--- src/hw/rtl/ipid_pkg.sv ---
// Shared types, constants and saturation and sign-extension helpers for the incremental PID core.
package ipid_pkg;

  localparam int unsigned DataW       = 32;
  localparam int unsigned WideW       = 64;
  localparam int unsigned DeadBandW   = 31;
  localparam int unsigned CfgIdxW     = 3;
  localparam int unsigned FracBitsDef = 16;

  localparam logic signed [DataW-1:0] OutMaxRst = 32'sd65536;

  typedef enum logic [CfgIdxW-1:0] {
    CfgCoefA0  = 3'd0,
    CfgCoefA1  = 3'd1,
    CfgCoefA2  = 3'd2,
    CfgDeadBnd = 3'd3,
    CfgOutMin  = 3'd4,
    CfgOutMax  = 3'd5
  } cfg_idx_e;

  typedef struct packed {
    logic signed [DataW-1:0] coef_a0;
    logic signed [DataW-1:0] coef_a1;
    logic signed [DataW-1:0] coef_a2;
    logic [DeadBandW-1:0]    dead_band;
    logic signed [DataW-1:0] out_min;
    logic signed [DataW-1:0] out_max;
  } cfg_t;

  // Current error, the two earlier errors and the deadband decision.
  typedef struct packed {
    logic signed [DataW-1:0] e0;
    logic signed [DataW-1:0] e1;
    logic signed [DataW-1:0] e2;
    logic                    pass;
  } err_set_t;

  // Weighted and saturated terms of one step.
  typedef struct packed {
    logic signed [DataW-1:0] t0;
    logic signed [DataW-1:0] t1;
    logic signed [DataW-1:0] t2;
  } term_set_t;

  function automatic logic signed [DataW-1:0] sat_word(input logic signed [WideW-1:0] v);
    logic fits;
    fits = (&v[WideW-1:DataW-1]) || !(|v[WideW-1:DataW-1]);
    if (fits) begin
      return v[DataW-1:0];
    end else if (v[WideW-1]) begin
      return {1'b1, {(DataW-1){1'b0}}};
    end else begin
      return {1'b0, {(DataW-1){1'b1}}};
    end
  endfunction

  function automatic logic signed [WideW-1:0] sext_word(input logic signed [DataW-1:0] v);
    return {{(WideW-DataW){v[DataW-1]}}, v};
  endfunction

endpackage

--- src/hw/rtl/ipid_cfg_regs.sv ---
// Configuration register file written through the plain write port.
module ipid_cfg_regs import ipid_pkg::*; (
  input  logic               clk_i,
  input  logic               rst_ni,
  input  logic               we_i,
  input  logic [CfgIdxW-1:0] idx_i,
  input  logic [DataW-1:0]   wdata_i,
  output cfg_t               cfg_o
);

  cfg_t cfg_q, cfg_d;

  always_comb begin
    cfg_d = cfg_q;
    if (we_i) begin
      unique case (cfg_idx_e'(idx_i))
        CfgCoefA0:  cfg_d.coef_a0   = wdata_i;
        CfgCoefA1:  cfg_d.coef_a1   = wdata_i;
        CfgCoefA2:  cfg_d.coef_a2   = wdata_i;
        CfgDeadBnd: cfg_d.dead_band = wdata_i[DeadBandW-1:0];
        CfgOutMin:  cfg_d.out_min   = wdata_i;
        CfgOutMax:  cfg_d.out_max   = wdata_i;
        default:    cfg_d = cfg_q;
      endcase
    end
  end

  always_ff @(posedge clk_i or negedge rst_ni) begin
    if (!rst_ni) begin
      cfg_q.coef_a0   <= '0;
      cfg_q.coef_a1   <= '0;
      cfg_q.coef_a2   <= '0;
      cfg_q.dead_band <= '0;
      cfg_q.out_min   <= '0;
      cfg_q.out_max   <= OutMaxRst;
    end else begin
      cfg_q <= cfg_d;
    end
  end

  assign cfg_o = cfg_q;

endmodule

--- config.mk ---
export PLATFORM = sky130hd
export DESIGN_NAME = ipid_cfg_regs
export DESIGN_NICKNAME = d
export VERILOG_FILES = /design/src/hw/rtl/ipid_pkg.sv /design/src/hw/rtl/ipid_cfg_regs.sv
export SDC_FILE = /design/constraint.sdc
export NUM_CORES = 1
export LEC_CHECK = 0
export BUFFER_PORTS_ARGS = -buffer_cell sky130_fd_sc_hd__buf_2
export CORE_MARGIN = 2
export CORE_UTILIZATION = 30
export DETAILED_ROUTE_END_ITERATION = 10
export PLACE_DENSITY = 0.58
export SYNTH_ARGS = -nofsm -noshare
export SYNTH_HDL_FRONTEND = slang
export SYNTH_SLANG_ARGS = --single-unit
--- constraint.sdc ---
create_clock -name clk_i -period 0.8 [get_ports clk_i]
set_input_delay 0.08 -clock clk_i [delete_from_list [all_inputs] [get_ports clk_i]]
set_output_delay 0.08 -clock clk_i [all_outputs]
set_load 0.005 [all_outputs]
==> flow_summary.json <==
{
  "drv_cap": 0,
  "clock_sinks": 191,
  "wire_per_inst_um": 21.01,
  "synth_seq_area_share_pct": 66.66,
  "p_leak_nw": 5.818,
  "clockRootBuffer": "clkbuf_16",
  "clockBufferDepth": 2,
  "worst_slack_ns": -0.3505,
  "synth.area.top_cells": "dfrtp_1 (66%), mux2_2 (28%), mux2_1 (2.0%), buf_6 (1.4%), buf_2 (0.63%)",
  "period_share_pct": 143.8,
  "clock_skew_ns": 0,
  "status": "complete, but fails checks",
  "cp_top_family": "flip-flops",
  "vdd_ir_drop_max_mv": 1.248,
  "drt_iter0_drc": 187,
  "critPathBufInv": 1,
  "cp-start-kind": "flip-flop",
  "synth_top_area_share_pct": 66.29,
  "routabilityCongestion": 0.7508,
  "die-area_um2": 25160,
  "drt_drc_violations_left": 0,
  "r2r_slack_ns": -0.22,
  "max_stage_delay_ns": 0.55,
  "worstSetupEndpointType": "output port",
  "setup_viol": 350,
  "largest_reg_flops": 191,
  "synth.distinct_cells": 10,
  "ios": 229,
  "antenna_left": 0,
  "violations": "negative setup slack",
  "drt_first_pass_iters": 4,
  "p_per_area_nw_per_um2": 2551,
  "tightest_slew_ns": 0.3136,
  "die_h_um": 158.6,
  "layout.nets": 845,
  "die_w_um": 158.6,
  "nFillCells": 2014,
  "slew_headroom_pct": 79.06,
  "drt-total-wl_mm": 23.93,
  "synth_seq_cells": 191,
  "initial_core_util_pct": 30.55,
  "min_period_ns": 1.151,
  "cp.required_ns": 0.72,
  "io_buffers": 228,
  "viasPerCell": 4.506,
  "post-dp-hpwl_mm": 12.77,
  "fin_setup_tns_ns": -55.53,
  "clock_latency_ns": 0.42,
  "h-tree-depth": 4,
  "yosysTopAreaCell": "dfrtp_1",
  "diodes": 0,
  "hp-class": "in2reg",
  "syn_nets": 447,
  "path_max_fanout": 2,
  "synthCells": 409,
  "cts_tree": "done",
  "layout-drive-gt1-share_pct": 72.32,
  "antenna_found_initial": 0,
  "netlist_area_um2": 7172,
  "fmax_mhz": 869.2,
  "core_um2": 23470,
  "slew_violations": 0,
  "grt_overflow": 0,
  "rows": 56,
  "worstPathArrival_ns": 1.07,
  "grt_start_max_net_pins": 28,
  "rsz0062_at_grt": "yes",
  "cts-buffers-inserted": 17,
  "avgSynthCellArea_um2": 17.54,
  "cp_cell_sequence": "buf_6",
  "crit_type": "reg2out",
  "cpMaxStageDelayCell": "dfstp_2",
  "cts.reportedPaths.clkPinSlew_ns": 0.08,
  "p_total_mw": 30.03,
  "grt_pass1_vias": 5427,
  "grt_pass1_wl_mm": 33.84,
  "vias": 5132,
  "yosysWarningCount": 0,
  "grt.total_usage_pct": 18.36,
  "synthToLayoutAreaGrowth_pct": 64.13,
  "hold_viol": 0
}
==> metal layers <==
layer / vias to the layer above / share of wire [%] / global-route usage (%) / wire length [um]
met2: 184 / 47 / 28.96 / 11250
met4: 0 / 1.4 / 4.547 / 333
met1: 2686 / 45 / 25.01 / 10810
met3: 18 / 6.4 / 5.253 / 1536
met5: - / 0 / 0 / 0
li1: 2244 / - / - / -
==> synthesized netlist by cell type (all sizes together) <==
library cell	number
nor4b	1
dfrtp	190
buf	21
dfstp	1
nor4bb	3
mux2	191
nand4b	2
==> cell usage in the layout (no fill, tap or decap) <==
master / n
buf_12: 23
buf_16: 6
buf_2: 217
buf_4: 52
buf_6: 65
buf_8: 3
bufinv_16: 1
clkbuf_1: 3
clkbuf_16: 18
clkbuf_8: 1
clkinv_4: 3
clkinvlp_4: 3
dfrtp_1: 190
dfstp_2: 1
dlygate4sd3_1: 32
inv_6: 3
inv_8: 2
mux2_2: 52
mux2_4: 139
nand4b_1: 2
nor4b_4: 1
nor4bb_4: 3
==> metrics by stage <==
stage | instance area [um2] | setup WS (ns) | std cells | hold WS (ns) | util (%)
3_3_place_gp | 9036 | -0.5916 | 960 | 0.005893 | 38.50
4_1_cts | 11200 | -0.3733 | 1085 | 0.01468 | 47.71
5_1_grt | 11770 | -0.3893 | 1139 | 0.01208 | 50.15
3_5_place_dp | 9036 | -0.6173 | 960 | 0.008420 | 38.50
6_report | 11770 | -0.3505 | 1139 | 0.03464 | 50.15
2_1_floorplan | 7311 | -0.3077 | 409 | -0.2156 | -
==> area by class of cell <==
cell class	instances	area, um2	area share (%)
tap	319	399.1	3.391
clock buffer	20	436.7	3.710
clock inverter	12	127.6	1.084
sequential	191	4781	40.61
timing repair buffer	400	3238	27.51
multi-input combinational	197	2789	23.69
==> where the power goes <==
| part | total, mW | switching (mW) | leakage (nW) | internal (mW) |
|---|---|---|---|---|
| logic | 8.64 | 2.84 | 3.26 | 5.80 |
| registers | 13.1 | 1.31 | 2.29 | 11.8 |
| clock network | 8.28 | 3.89 | 0.266 | 4.39 |
==> cell families (layout without fill, tap and decap cells) <==
| family | after synthesis | in the layout | share of synthesized area [%] |
|---|---|---|---|
| DFF | 191 | 191 | 66.66 |
| buffers and inverters | 21 | 432 | 2.355 |
| muxes | 191 | 191 | 29.99 |
| and+or+nand+nor | 6 | 6 | 0.9944 |
==> worst reg2reg max path: cells and delay by family, from the launching register on <==
kind                   cells  cell delay [ns]
muxes                      1             0.25
buffers and inverters      2             0.24
DFF                        1             0.42
==> path summary, 6_finish.rpt <==
check | start | end | cells after the start
setup / recovery | cfg_o[16]$_DFFE_PN1P_ | cfg_o[16] | 1
hold reg to reg | cfg_o[12]$_DFFE_PN0P_ | cfg_o[12]$_DFFE_PN0P_ | 1
min in group asynchronous | rst_ni | cfg_o[65]$_DFFE_PN0P_ | 2
setup reg to reg | cfg_o[54]$_DFFE_PN0P_ | cfg_o[54]$_DFFE_PN0P_ | 3
max in group asynchronous | rst_ni | cfg_o[16]$_DFFE_PN1P_ | 3
hold / removal | wdata_i[3] | cfg_o[98]$_DFFE_PN0P_ | 2
==> timing repair <==
item | CTS | global route
hold buffers | 32 | 0
buffers inserted | 48 | 72
endpoints found under the hold margin | 363 | 0
gates cloned | 13 | 3
gates resized for setup | 148 | 81
setup endpoints to repair | 344 | 364
pin swaps | 4 | 4
Note: power is estimated with default switching activity, not from simulation.
