==> src/hw/rtl/ipid_pkg.sv <==
// Shared types, constants and saturation and sign-extension helpers for the incremental PID core.
package ipid_pkg;

  localparam int unsigned DataW       = 32;
  localparam int unsigned WideW       = 64;
  localparam int unsigned DeadBandW   = 31;
  localparam int unsigned CfgIdxW     = 3;
  localparam int unsigned FracBitsDef = 16;

  localparam logic signed [DataW-1:0] OutMaxRst = 32'sd65536;

  typedef enum logic [CfgIdxW-1:0] {
    CfgCoefA0  = 3'd0,
    CfgCoefA1  = 3'd1,
    CfgCoefA2  = 3'd2,
    CfgDeadBnd = 3'd3,
    CfgOutMin  = 3'd4,
    CfgOutMax  = 3'd5
  } cfg_idx_e;

  typedef struct packed {
    logic signed [DataW-1:0] coef_a0;
    logic signed [DataW-1:0] coef_a1;
    logic signed [DataW-1:0] coef_a2;
    logic [DeadBandW-1:0]    dead_band;
    logic signed [DataW-1:0] out_min;
    logic signed [DataW-1:0] out_max;
  } cfg_t;

  // Current error, the two earlier errors and the deadband decision.
  typedef struct packed {
    logic signed [DataW-1:0] e0;
    logic signed [DataW-1:0] e1;
    logic signed [DataW-1:0] e2;
    logic                    pass;
  } err_set_t;

  // Weighted and saturated terms of one step.
  typedef struct packed {
    logic signed [DataW-1:0] t0;
    logic signed [DataW-1:0] t1;
    logic signed [DataW-1:0] t2;
  } term_set_t;

  function automatic logic signed [DataW-1:0] sat_word(input logic signed [WideW-1:0] v);
    logic fits;
    fits = (&v[WideW-1:DataW-1]) || !(|v[WideW-1:DataW-1]);
    if (fits) begin
      return v[DataW-1:0];
    end else if (v[WideW-1]) begin
      return {1'b1, {(DataW-1){1'b0}}};
    end else begin
      return {1'b0, {(DataW-1){1'b1}}};
    end
  endfunction

  function automatic logic signed [WideW-1:0] sext_word(input logic signed [DataW-1:0] v);
    return {{(WideW-DataW){v[DataW-1]}}, v};
  endfunction

endpackage

==> src/hw/rtl/ipid_err_stage.sv <==
// Input stage: error, deadband decision and error history shift.
module ipid_err_stage import ipid_pkg::*; (
  input  logic                    clk_i,
  input  logic                    rst_ni,
  input  logic                    valid_i,
  output logic                    ready_o,
  input  logic signed [DataW-1:0] setpoint_i,
  input  logic signed [DataW-1:0] measured_i,
  input  logic [DeadBandW-1:0]    dead_band_i,
  output logic                    valid_o,
  input  logic                    ready_i,
  output err_set_t                err_o
);

  logic                    valid_q, valid_d;
  err_set_t                err_q, err_d;
  logic signed [DataW-1:0] err_prev_q, err_prev_d;
  logic signed [DataW-1:0] err_prev2_q, err_prev2_d;
  logic signed [DataW-1:0] e0;
  logic [DataW-1:0]        mag;
  logic                    accept;

  assign ready_o = !valid_q || ready_i;
  assign accept  = valid_i && ready_o;

  assign e0  = sat_word(sext_word(setpoint_i) - sext_word(measured_i));
  // Magnitude of the most negative error is exactly 2^31 as unsigned.
  assign mag = e0[DataW-1] ? DataW'(-e0) : DataW'(e0);

  always_comb begin
    valid_d     = valid_q;
    err_d       = err_q;
    err_prev_d  = err_prev_q;
    err_prev2_d = err_prev2_q;
    if (ready_o) begin
      valid_d = valid_i;
    end
    if (accept) begin
      err_d.e0    = e0;
      err_d.e1    = err_prev_q;
      err_d.e2    = err_prev2_q;
      err_d.pass  = (mag >= {1'b0, dead_band_i});
      err_prev_d  = e0;
      err_prev2_d = err_prev_q;
    end
  end

  always_ff @(posedge clk_i or negedge rst_ni) begin
    if (!rst_ni) begin
      valid_q     <= 1'b0;
      err_prev_q  <= '0;
      err_prev2_q <= '0;
    end else begin
      valid_q     <= valid_d;
      err_prev_q  <= err_prev_d;
      err_prev2_q <= err_prev2_d;
    end
  end

  always_ff @(posedge clk_i) begin
    err_q <= err_d;
  end

  assign valid_o = valid_q;
  assign err_o   = err_q;

  // History shifts exactly once per accepted request.
  a_hist_shift: assert property (@(posedge clk_i) disable iff (!rst_ni)
    accept |=> (err_prev2_q == $past(err_prev_q)) && (err_q.e0 == err_prev_q))
    else $error("error history did not shift on accept");

  // A held request keeps its error set while the next stage is full.
  a_hold: assert property (@(posedge clk_i) disable iff (!rst_ni)
    (valid_q && !ready_i) |=> valid_q && $stable(err_q) && $stable(err_prev_q))
    else $error("stalled error stage lost its contents");

endmodule

==> config.mk <==
export PLATFORM = sky130hd
export DESIGN_NAME = ipid_err_stage
export DESIGN_NICKNAME = d
export VERILOG_FILES = /design/src/hw/rtl/ipid_pkg.sv /design/src/hw/rtl/ipid_err_stage.sv
export SDC_FILE = /design/constraint.sdc
export NUM_CORES = 1
export LEC_CHECK = 0
export BUFFER_PORTS_ARGS = -buffer_cell sky130_fd_sc_hd__buf_4
export CAP_MARGIN = 20
export CORE_ASPECT_RATIO = 1.1
export CORE_MARGIN = 1
export CORE_UTILIZATION = 40
export DETAILED_ROUTE_END_ITERATION = 10
export SLEW_MARGIN = 15
export SYNTH_ARGS = -nofsm -noshare
export SYNTH_HDL_FRONTEND = slang
export SYNTH_SLANG_ARGS = --single-unit
==> constraint.sdc <==
create_clock -name clk_i -period 5 [get_ports clk_i]
set_input_delay 1 -clock clk_i [delete_from_list [all_inputs] [get_ports clk_i]]
set_output_delay 1 -clock clk_i [all_outputs]
set_load 0.02 [all_outputs]
==> metrics.md <==
| Metric | Value |
|---|---|
| Status | complete, but fails checks |
| Failing checks | negative setup slack |
| Setup slack at placement | -2230 ps |
| Placeable Area | about 0.023 mm2 |
| Worst-margin pin slew | a little over 800 ps |
| CP most frequent cell | buf_4 |
| H-tree depth | 4 |
| PortBufs | ~200 |
| HPWL Detailed | ~19000 um |
| Period utilization | 128% |
| Worst reg2reg setup slack | roughly 2700 ps |
| CP endpoint | err_o[0]$_DFFE_PP_ |
| #FFs+latches synth | 162 |
| Number of global-route vias before repair | 7545 |
| Max-cap violations | 0 |
| Area share of the leading cell type in the synthesized netlist | a little under a third |
| # hold bufs at CTS | 0 |
| Row Count | a little under 60 |
| Die footprint | around 0.024 mm2 |
| Top layer in use | met4 |
| Layout cells sized above 1 | around 45% |
| CP startpoint | setpoint_i[1] |
| Max Fclk | about 160 MHz |
| WL/cell | 14.2 um |
| Post-layout min period | ~6400 ps |
| Largest net degree at the start of global routing | 94 |
| Routed vias/inst | around 4.8 |
| EDFF count, synth | just under 100 |
| Most area-hungry cell type in the Yosys netlist | edfxtp_1 |
| Inst Count DP | around 1600 |
| Pwr/cell area | around 440 mW/mm2 |
| Routability congestion estimate | between 0.8 and 0.9 |
| P_leak | between 6 and 7 nW |
| Crit path arrival time | roughly 6600 ps |
| Initial Util | 40.7% |
| CP Max Fanout | 6 |
| Syn_nets | between 1000 and 1500 |
| HP Class | reg -> reg |
| DRC viols | 0 |
| Setup TNS | -1420 ps |
| Die Y | ~160 um |
| Worst r2r src | valid_o$_DFFE_PN0N_ |
| PnR worst setup slack | -1420 ps |
| Final Net Count | roughly 1500 |
| Max incr delay on CP | ~540 ps |
| CTS tree | done |
| Global-route wire length before repair | between 30000 and 40000 um |
| Main flop type after synthesis | edfxtp_1 |
| Gr usage total | between 10% and 20% |
| Final WL | 22700 um |
| Root Buffer Master | clkbuf_16 |
| Wl on met1 | 10300 um |
| Critical path type | in -> reg |
| Setup crit end kind | flop |
| Top-count cell post-synth | edfxtp_1 |
| Initial antenna violation count | 1 |
| Final-report max-slew violation count | 0 |
| Overflow left after global routing | 0 |
| Die width | between 100 and 150 um |
| Peak VDD IR | 251 uV |
| DRT Pass-1 Iters | 4 |
| Routed wl met3 | between 800 and 900 um |
| Cts bufs inserted | 17 |
| Slowest CP cell | or4_4 |
| DR WL met2 | roughly 11000 um |
| Clock latency on the worst-skew pair | 420 ps |
| Synth unique cells | slightly above 80 |
| Synth Cell Area | ~0.0093 mm2 |
| Async S/R FF share, synth | roughly 40% |
| Slew HR | 44.5% |
| Post-route ant nets | 0 |
| Clk slew on worst S/H paths | around 70 ps |
| Fin. Hold Viols | 0 |
| Syn avg cell area | ~11 um2 |
| CP Launch Type | input pin |
| RSZ-0062 raised after global routing | yes |
| Clock buffer depth | 2 |
| Reg2reg end | err_prev2_q[0]$_DFFE_PN0P_ |
| # fillers | ~2000 |
| Register-to-Register Path Depth | 6 |
| Post-route insts no fill | between 1500 and 2000 |
| Area growth from synthesis to layout | 48.0% |
| Skew final | between 10 and 15 ps |
| Min-delay src | err_prev2_q[8]$_DFFE_PN0P_ |
| Iter 0 DRT Violations | approximately 350 |
| Final setup fails | 1 |
| DR vias | about 7700 |
| Required @ worst endpoint | ~5200 ps |
| Post-synth top cells | 97 x edfxtp_1, 84 x inv_1, 66 x ha_1 |
| Sequential cell area fraction in the yosys report | slightly below 50% |
| Mapped Cells | 856 |
| IO Count | a little under 200 |
| YS warnings | 0 |
| CTS Sinks | approximately 160 |
| Largest cells by area after synthesis | edfxtp_1 31%, dfrtp_1 17%, ha_1 8.9% |
## logic make-up (layout without fill, tap and decap cells)
logic type	after synthesis	in the layout	synth area share, %
flops	162	162	48.8
simple gates	214	214	11.6
xor+xnor	49	49	4.61
buf+inv	115	559	5.03
mux	51	51	6.08
other cells	0	1	0
compound gates	198	198	14.8
fa+ha+maj	67	67	9.09
## placed cells by master, fill, tap and decap left out, drive strengths merged, types with 18 or more instances in the layout
cell,synthesis,final
buf,19,442
edfxtp,97,97
inv,85,91
ha,66,66
dfrtp,65,65
nand2,62,62
nor2,62,62
o21ai,51,51
a21oi,48,48
mux2,44,44
xnor2,35,35
a31oi,20,20
a21o,18,18
clkbuf,11,18
## worst max-delay path: cells and delay by family
| kind | cells | cell delay, ps |
|---|---|---|
| simple gates | 5 | 1110 |
| buf+inv | 6 | 810 |
| compound gates | 17 | 2510 |
| fa+ha+maj | 3 | 820 |
| xor+xnor | 2 | 340 |
## area by class of cell
type / count / area, um2 / share of cell area [%]
antenna: 1 / 2.50 / 0.0182
clock buffer: 18 / 429 / 3.12
clock inverter: 14 / 145 / 1.05
inverter: 85 / 344 / 2.50
multi-input combinational: 579 / 4590 / 33.4
sequential: 162 / 4540 / 33.0
tap: 300 / 375 / 2.73
timing repair buffer: 442 / 3340 / 24.3
## flip-flops by register name (all words and copies together), names as in the netlist
signal / flops
err_o: 97
err_prev2_q: 32
err_prev_q: 32
valid_o: 1
## metal layers
| layer | vias up | GRT usage, % |
|---|---|---|
| met5 | - | 0 |
| met2 | 158 | 33.3 |
| met3 | 21 | 3.23 |
| met1 | 3543 | 25.3 |
| met4 | 0 | 6.09 |
| li1 | 3931 | - |
## worst min-delay path by stage
| stage | cells past startpoint | end | slack (ps) |
|---|---|---|---|
| after global placement | 0 | err_o[6]$_DFFE_PP_ | 430 |
| after floorplan | 0 | err_o[32]$_DFFE_PP_ | 420 |
| final | 0 | err_o[9]$_DFFE_PP_ | 440 |
| after CTS | 0 | err_o[9]$_DFFE_PP_ | 450 |
| after detailed placement | 0 | err_o[6]$_DFFE_PP_ | 430 |
| after global routing | 0 | err_o[24]$_DFFE_PP_ | 450 |
## timing repair
action	in CTS	in global routing
gates resized for setup	18	3
setup buffers	9	0
pin swaps	16	3
setup endpoints to repair	1	3
## where the power goes
part	switching, mW	internal (mW)
clock	0.544	0.701
combinational	1.35	1.43
sequential	0.186	1.90
total	2.08	4.04
## metrics by stage
step	instance area [um2]	utilization, %	power [mW]	hold slack (ps)
final	13800	60.2	6.12	440
after CTS	13800	60.2	6.17	446
after global routing	13800	60.2	6.53	454
after floorplan	9600	-	3.62	419
after global placement	13000	57.1	4.76	428
after detailed placement	13000	57.1	4.83	430
Note: power is estimated with default switching activity, not from simulation.
