===== src/hw/rtl/ipid_pkg.sv =====
// Shared types, constants and saturation and sign-extension helpers for the incremental PID core.
package ipid_pkg;

  localparam int unsigned DataW       = 32;
  localparam int unsigned WideW       = 64;
  localparam int unsigned DeadBandW   = 31;
  localparam int unsigned CfgIdxW     = 3;
  localparam int unsigned FracBitsDef = 16;

  localparam logic signed [DataW-1:0] OutMaxRst = 32'sd65536;

  typedef enum logic [CfgIdxW-1:0] {
    CfgCoefA0  = 3'd0,
    CfgCoefA1  = 3'd1,
    CfgCoefA2  = 3'd2,
    CfgDeadBnd = 3'd3,
    CfgOutMin  = 3'd4,
    CfgOutMax  = 3'd5
  } cfg_idx_e;

  typedef struct packed {
    logic signed [DataW-1:0] coef_a0;
    logic signed [DataW-1:0] coef_a1;
    logic signed [DataW-1:0] coef_a2;
    logic [DeadBandW-1:0]    dead_band;
    logic signed [DataW-1:0] out_min;
    logic signed [DataW-1:0] out_max;
  } cfg_t;

  // Current error, the two earlier errors and the deadband decision.
  typedef struct packed {
    logic signed [DataW-1:0] e0;
    logic signed [DataW-1:0] e1;
    logic signed [DataW-1:0] e2;
    logic                    pass;
  } err_set_t;

  // Weighted and saturated terms of one step.
  typedef struct packed {
    logic signed [DataW-1:0] t0;
    logic signed [DataW-1:0] t1;
    logic signed [DataW-1:0] t2;
  } term_set_t;

  function automatic logic signed [DataW-1:0] sat_word(input logic signed [WideW-1:0] v);
    logic fits;
    fits = (&v[WideW-1:DataW-1]) || !(|v[WideW-1:DataW-1]);
    if (fits) begin
      return v[DataW-1:0];
    end else if (v[WideW-1]) begin
      return {1'b1, {(DataW-1){1'b0}}};
    end else begin
      return {1'b0, {(DataW-1){1'b1}}};
    end
  endfunction

  function automatic logic signed [WideW-1:0] sext_word(input logic signed [DataW-1:0] v);
    return {{(WideW-DataW){v[DataW-1]}}, v};
  endfunction

endpackage


===== src/hw/rtl/ipid_acc_stage.sv =====
// Result stage: increment sum, saturating accumulate, clamp, output register.
module ipid_acc_stage import ipid_pkg::*; (
  input  logic                    clk_i,
  input  logic                    rst_ni,
  input  logic                    valid_i,
  output logic                    ready_o,
  input  term_set_t               term_i,
  input  cfg_t                    cfg_i,
  output logic                    valid_o,
  input  logic                    ready_i,
  output logic signed [DataW-1:0] drive_o
);

  logic                    valid_q, valid_d;
  logic signed [DataW-1:0] out_acc_q, out_acc_d;
  logic signed [DataW-1:0] drive_q, drive_d;
  logic signed [DataW-1:0] inc, acc_sat, acc_clamp;
  logic                    load;

  assign ready_o = !valid_q || ready_i;
  assign load    = valid_i && ready_o;

  assign inc     = sat_word(sext_word(term_i.t0) - sext_word(term_i.t1)
                            + sext_word(term_i.t2));
  assign acc_sat = sat_word(sext_word(out_acc_q) + sext_word(inc));

  always_comb begin
    // With inverted limits, a sum above out_max gets out_max, else out_min.
    priority if (acc_sat > cfg_i.out_max) begin
      acc_clamp = cfg_i.out_max;
    end else if (acc_sat < cfg_i.out_min) begin
      acc_clamp = cfg_i.out_min;
    end else begin
      acc_clamp = acc_sat;
    end
  end

  always_comb begin
    valid_d   = valid_q;
    out_acc_d = out_acc_q;
    drive_d   = drive_q;
    if (ready_o) begin
      valid_d = valid_i;
    end
    if (load) begin
      out_acc_d = acc_clamp;
      drive_d   = acc_clamp;
    end
  end

  always_ff @(posedge clk_i or negedge rst_ni) begin
    if (!rst_ni) begin
      valid_q   <= 1'b0;
      out_acc_q <= '0;
    end else begin
      valid_q   <= valid_d;
      out_acc_q <= out_acc_d;
    end
  end

  always_ff @(posedge clk_i) begin
    drive_q <= drive_d;
  end

  assign valid_o = valid_q;
  assign drive_o = drive_q;

  // A waiting result always equals the held controller output.
  a_acc_match: assert property (@(posedge clk_i) disable iff (!rst_ni)
    valid_q |-> (drive_q == out_acc_q))
    else $error("result register differs from held output");

  // With ordered limits every result lies inside them.
  a_clamp: assert property (@(posedge clk_i) disable iff (!rst_ni)
    (load && (cfg_i.out_min <= cfg_i.out_max)) |=>
      (drive_q >= $past(cfg_i.out_min)) && (drive_q <= $past(cfg_i.out_max)))
    else $error("result outside clamp limits");

endmodule

===== config.mk =====
export PLATFORM = sky130hd
export DESIGN_NAME = ipid_acc_stage
export DESIGN_NICKNAME = d
export VERILOG_FILES = /design/src/hw/rtl/ipid_pkg.sv /design/src/hw/rtl/ipid_acc_stage.sv
export SDC_FILE = /design/constraint.sdc
export NUM_CORES = 1
export LEC_CHECK = 0
export BUFFER_PORTS_ARGS = -buffer_cell sky130_fd_sc_hd__buf_2
export CAP_MARGIN = 10
export CORE_MARGIN = 2
export CORE_UTILIZATION = 52
export DETAILED_ROUTE_END_ITERATION = 8
export HOLD_SLACK_MARGIN = 0.05
export PLACE_DENSITY = 0.83
export SLEW_MARGIN = 20
export SYNTH_ARGS = -nofsm -noshare
export SYNTH_HDL_FRONTEND = slang
export SYNTH_SLANG_ARGS = --single-unit
export TNS_END_PERCENT = 5

===== constraint.sdc =====
create_clock -name clk_i -period 6.7 [get_ports clk_i]
set_input_delay 1.675 -clock clk_i [delete_from_list [all_inputs] [get_ports clk_i]]
set_output_delay 1.675 -clock clk_i [all_outputs]
set_load 0.1 [all_outputs]

==> summary.md <==
In this run, the number of DRC markers left after iteration 0 of detailed routing was 582. The worst hold margin is 555 ps. The area share of the largest cell type after synthesis works out to 17.3%. TritonCTS built the clock tree. Setup repair after global routing could not meet its margin everywhere. In this run, synthesis produced a sequential element count of 65. The via density per instance was 5.64; the fraction of registers with async set/reset was 50.8%. The required arrival time at the worst endpoint was 6810 ps. For the post-synthesis cell area, the log shows 9260 um2.

CTS placed an instance of sky130_fd_sc_hd__clkbuf_16 at the clock tree root. Kind of capture point of the worst setup path: a flip-flop. Initial core utilization: 53.3%. The total overflow left after global routing is 0. Master of the slowest instance on the critical path: sky130_fd_sc_hd__fa_1.

The count of buffers added on input and output ports is 197. Row count: 48. For the synthesis warning total, the log shows 0. For the total clock buffers created by CTS, the log shows 9. The pin slew with the least headroom to its limit is 1010 ps, and the final clock period utilization by the worst path is 154%. The final hold violation count was 0; the final-report setup violation count was 64. In this run the worst path has a maximum fanout of 12. Counting every net in the synthesized netlist gives 1575. The maximum operating frequency is 0.0967 GHz. After technology mapping, the gate count stands at 1123. In this run the horizontal extent of the chip is 137 um.

In this design, the critical path's most frequently occurring cell is sky130_fd_sc_hd__buf_4. The H-tree generated during clock tree synthesis spans 3 levels. The HPWL after detailed placement is 24700 um. Across the run, the number of max-cap violations was 0. The post-synthesis area per instance was 8.24 um2.

STA classifies the critical path startpoint as a primary input. After clock tree synthesis, the clock-pin slew on the worst setup and hold paths is 60 ps. Data arrives at the worst endpoint at 10450 ps. The full die area was 18900 um2. Among all flip-flop cells after synthesis, the most frequent one is sky130_fd_sc_hd__dfrtp_1. The area of the core was 17400 um2; the time the final worst path needs with I/O delays and setup was 10350 ps. The total iterations of the first detailed-routing run is 5. Biggest area consumer among synthesized cells: sky130_fd_sc_hd__ha_1. The post-layout worst setup margin is -3650 ps, and the global-route wire length before repair is 49400 um.

Cells with a size suffix above 1 make up 37.2% of the layout. The min-delay analysis places its worst path in the category flip-flop to flip-flop. The longest clock path from root to sink contains 2 buffers. Clock skew on the completed layout was measured at 7.23 ps.

For this design, the CTS-stage hold fixing added 0 buffers. The tree built by TritonCTS fans out to 65 sinks. The worst hold path stage count is 1, and the via count of the first global-routing pass is 10100. Summing over every cut layer, the via total after detailed routing is 10100. Cells fill 76.3% of the core in the end. Aggregate routed wire length: 31700 um.

The critical path class is primary input to flip-flop. The run gives 19.3% as the share of the yosys chip area belonging to registers. The max-slew violation total from the final report was 0. Number of antenna violations at the first check in global routing: 1. Counting distinct cell types in the post-synthesis netlist gives 73.

The final-layout fill cell count is 1256, and the overall die height is 137 um. The net total in the final layout is 2015, and the routability-driven placement congestion ratio is 1.02. From synthesis to final layout, the design area changed by 43.1%. Yosys attributes the largest share of cell area to sky130_fd_sc_hd__ha_1 (17%), sky130_fd_sc_hd__edfxtp_1 (10%), sky130_fd_sc_hd__dfrtp_1 (8.9%). The flow ran to the end, but the final reports show violations. The run gives 33.8% as the combined global-route utilization of all metal layers. In the final routed layout, each cell accounts on average for 17.7 um. The logs give 360 ps for the latest clock arrival within the worst-skew pair and 32.7% for the relative slew slack.

The largest net degree at the start of global routing was 50. In this design, the stage delay of the slowest critical-path cell is 570 ps. The number of antenna diodes in the final layout is 0. The tools report the final routed DRC violation total as 0. For the final antenna-violating net count, the log shows 0.

The number of flops mapped to enable cells by yosys was 32; the worst-case reg-to-reg path depth was 21. The final reports fail on setup timing. In this run the count of I/O pins placed on the die edge is 325.
-- metal layers --
metal / share of wire, % / GRT usage, % / vias to the layer above
li1: - / - / 4825
met1: 42 / 44.1 / 4708
met2: 45 / 54.7 / 476
met3: 8.2 / 6.07 / 96
met4: 3.9 / 14.7 / 2
met5: 0.041 / 0 / -
-- final cells by class --
class | instances | area (um2) | area share [%]
Clock inverter | 4 | 22.5 | 0.170
Inverter | 207 | 777 | 5.87
Multi-Input combinational cell | 822 | 7070 | 53.4
Timing Repair Buffer | 458 | 3070 | 23.2
Sequential cell | 65 | 1790 | 13.5
Clock buffer | 12 | 236 | 1.79
Tap cell | 225 | 282 | 2.13
-- cell usage after synthesis, types with 17 or more instances --
master / count
sky130_fd_sc_hd__inv_1: 206
sky130_fd_sc_hd__ha_1: 128
sky130_fd_sc_hd__a21oi_1: 120
sky130_fd_sc_hd__nor2_1: 76
sky130_fd_sc_hd__a21o_1: 53
sky130_fd_sc_hd__o21ai_0: 53
sky130_fd_sc_hd__nand2_1: 40
sky130_fd_sc_hd__dfrtp_1: 33
sky130_fd_sc_hd__fa_1: 33
sky130_fd_sc_hd__edfxtp_1: 32
sky130_fd_sc_hd__xnor2_1: 31
sky130_fd_sc_hd__mux2i_1: 26
sky130_fd_sc_hd__xor2_1: 24
sky130_fd_sc_hd__a221oi_1: 22
sky130_fd_sc_hd__clkbuf_1: 17
-- logic make-up after synthesis --
kind of cell,after synthesis,synth area share [%]
xor gates and xnor gates,56,5.38
DFF,65,19.3
and+or+nand+nor,214,11.1
AOI/OAI and AO/OA,344,24.5
adders and majority gates,167,25.1
muxes,40,4.64
buffers and inverters,237,10.0
-- stage by stage --
| stage | instance area, um2 | worst slack [ps] | setup TNS [ps] | std cells |
|---|---|---|---|---|
| after detailed placement | 12300 | -4430 | -279730 | 1750 |
| after floorplan | 9420 | -3310 | -202150 | 1123 |
| final | 13200 | -3650 | -227820 | 1793 |
| after CTS | 13100 | -3430 | -215270 | 1788 |
| after global placement | 12300 | -4000 | -251180 | 1750 |
| after global routing | 13200 | -3930 | -246780 | 1793 |
-- sequential cells by signal, summed over array words and instances (netlist names) --
register,cells
valid_o,1
drive_o,32
out_acc_q,32
-- cell usage in the layout (no fill, tap or decap), types with 6 or more instances in the layout --
cell                        count
sky130_fd_sc_hd__buf_4        244
sky130_fd_sc_hd__inv_1        203
sky130_fd_sc_hd__buf_2        197
sky130_fd_sc_hd__ha_1         120
sky130_fd_sc_hd__a21oi_1      102
sky130_fd_sc_hd__nor2_1        75
sky130_fd_sc_hd__a21o_1        53
sky130_fd_sc_hd__nand2_1       37
sky130_fd_sc_hd__o21ai_0       34
sky130_fd_sc_hd__dfrtp_1       33
sky130_fd_sc_hd__fa_1          32
sky130_fd_sc_hd__edfxtp_1      32
sky130_fd_sc_hd__xnor2_1       30
sky130_fd_sc_hd__xor2_1        23
sky130_fd_sc_hd__a221oi_1      20
sky130_fd_sc_hd__mux2i_1       20
sky130_fd_sc_hd__nand4_1       16
sky130_fd_sc_hd__a21oi_2       15
sky130_fd_sc_hd__nor3_1        15
sky130_fd_sc_hd__o21a_1        14
sky130_fd_sc_hd__nand2b_1      13
sky130_fd_sc_hd__o21bai_1      11
sky130_fd_sc_hd__nor2b_1       11
sky130_fd_sc_hd__o21ai_1       10
sky130_fd_sc_hd__o21ai_2        9
sky130_fd_sc_hd__and3_1         9
sky130_fd_sc_hd__nand3_1        9
sky130_fd_sc_hd__mux2_2         9
sky130_fd_sc_hd__clkbuf_16      9
sky130_fd_sc_hd__buf_6          9
sky130_fd_sc_hd__o31ai_1        8
sky130_fd_sc_hd__buf_12         7
sky130_fd_sc_hd__a31oi_1        6
sky130_fd_sc_hd__mux2i_2        6
sky130_fd_sc_hd__a221o_1        6
sky130_fd_sc_hd__ha_4           6
-- critical path, delay by kind of cell --
kind	cells	cell delay, ps
and+or+nand+nor	3	610
xor gates and xnor gates	1	180
buffers and inverters	8	1050
AOI/OAI and AO/OA	20	4530
adders and majority gates	5	1790
muxes	2	600
-- repair_timing --
item	in CTS	in global routing
setup buffers	19	8
cloned	3	0
resized for setup	79	27
endpoints found under the setup margin	64	64
pin swaps	33	17
-- final timing paths --
kind                                                start                   endpoint  slack [ps]
worst max-delay path                            term_i[1]      drive_o[29]$_DFFE_PP_       -3650
max in group asynchronous                          rst_ni  out_acc_q[25]$_DFFE_PN0P_        4620
worst max register to register  out_acc_q[10]$_DFFE_PN0P_      drive_o[29]$_DFFE_PP_        1160
min in group asynchronous                          rst_ni   out_acc_q[6]$_DFFE_PN0P_        1480
worst min-delay path            out_acc_q[31]$_DFFE_PN0P_  out_acc_q[31]$_DFFE_PN0P_         560
worst min register to register  out_acc_q[31]$_DFFE_PN0P_  out_acc_q[31]$_DFFE_PN0P_         560
Power is not shown: default switching activity piles up to over one toggle a cycle in this logic, so the estimate is an artifact.
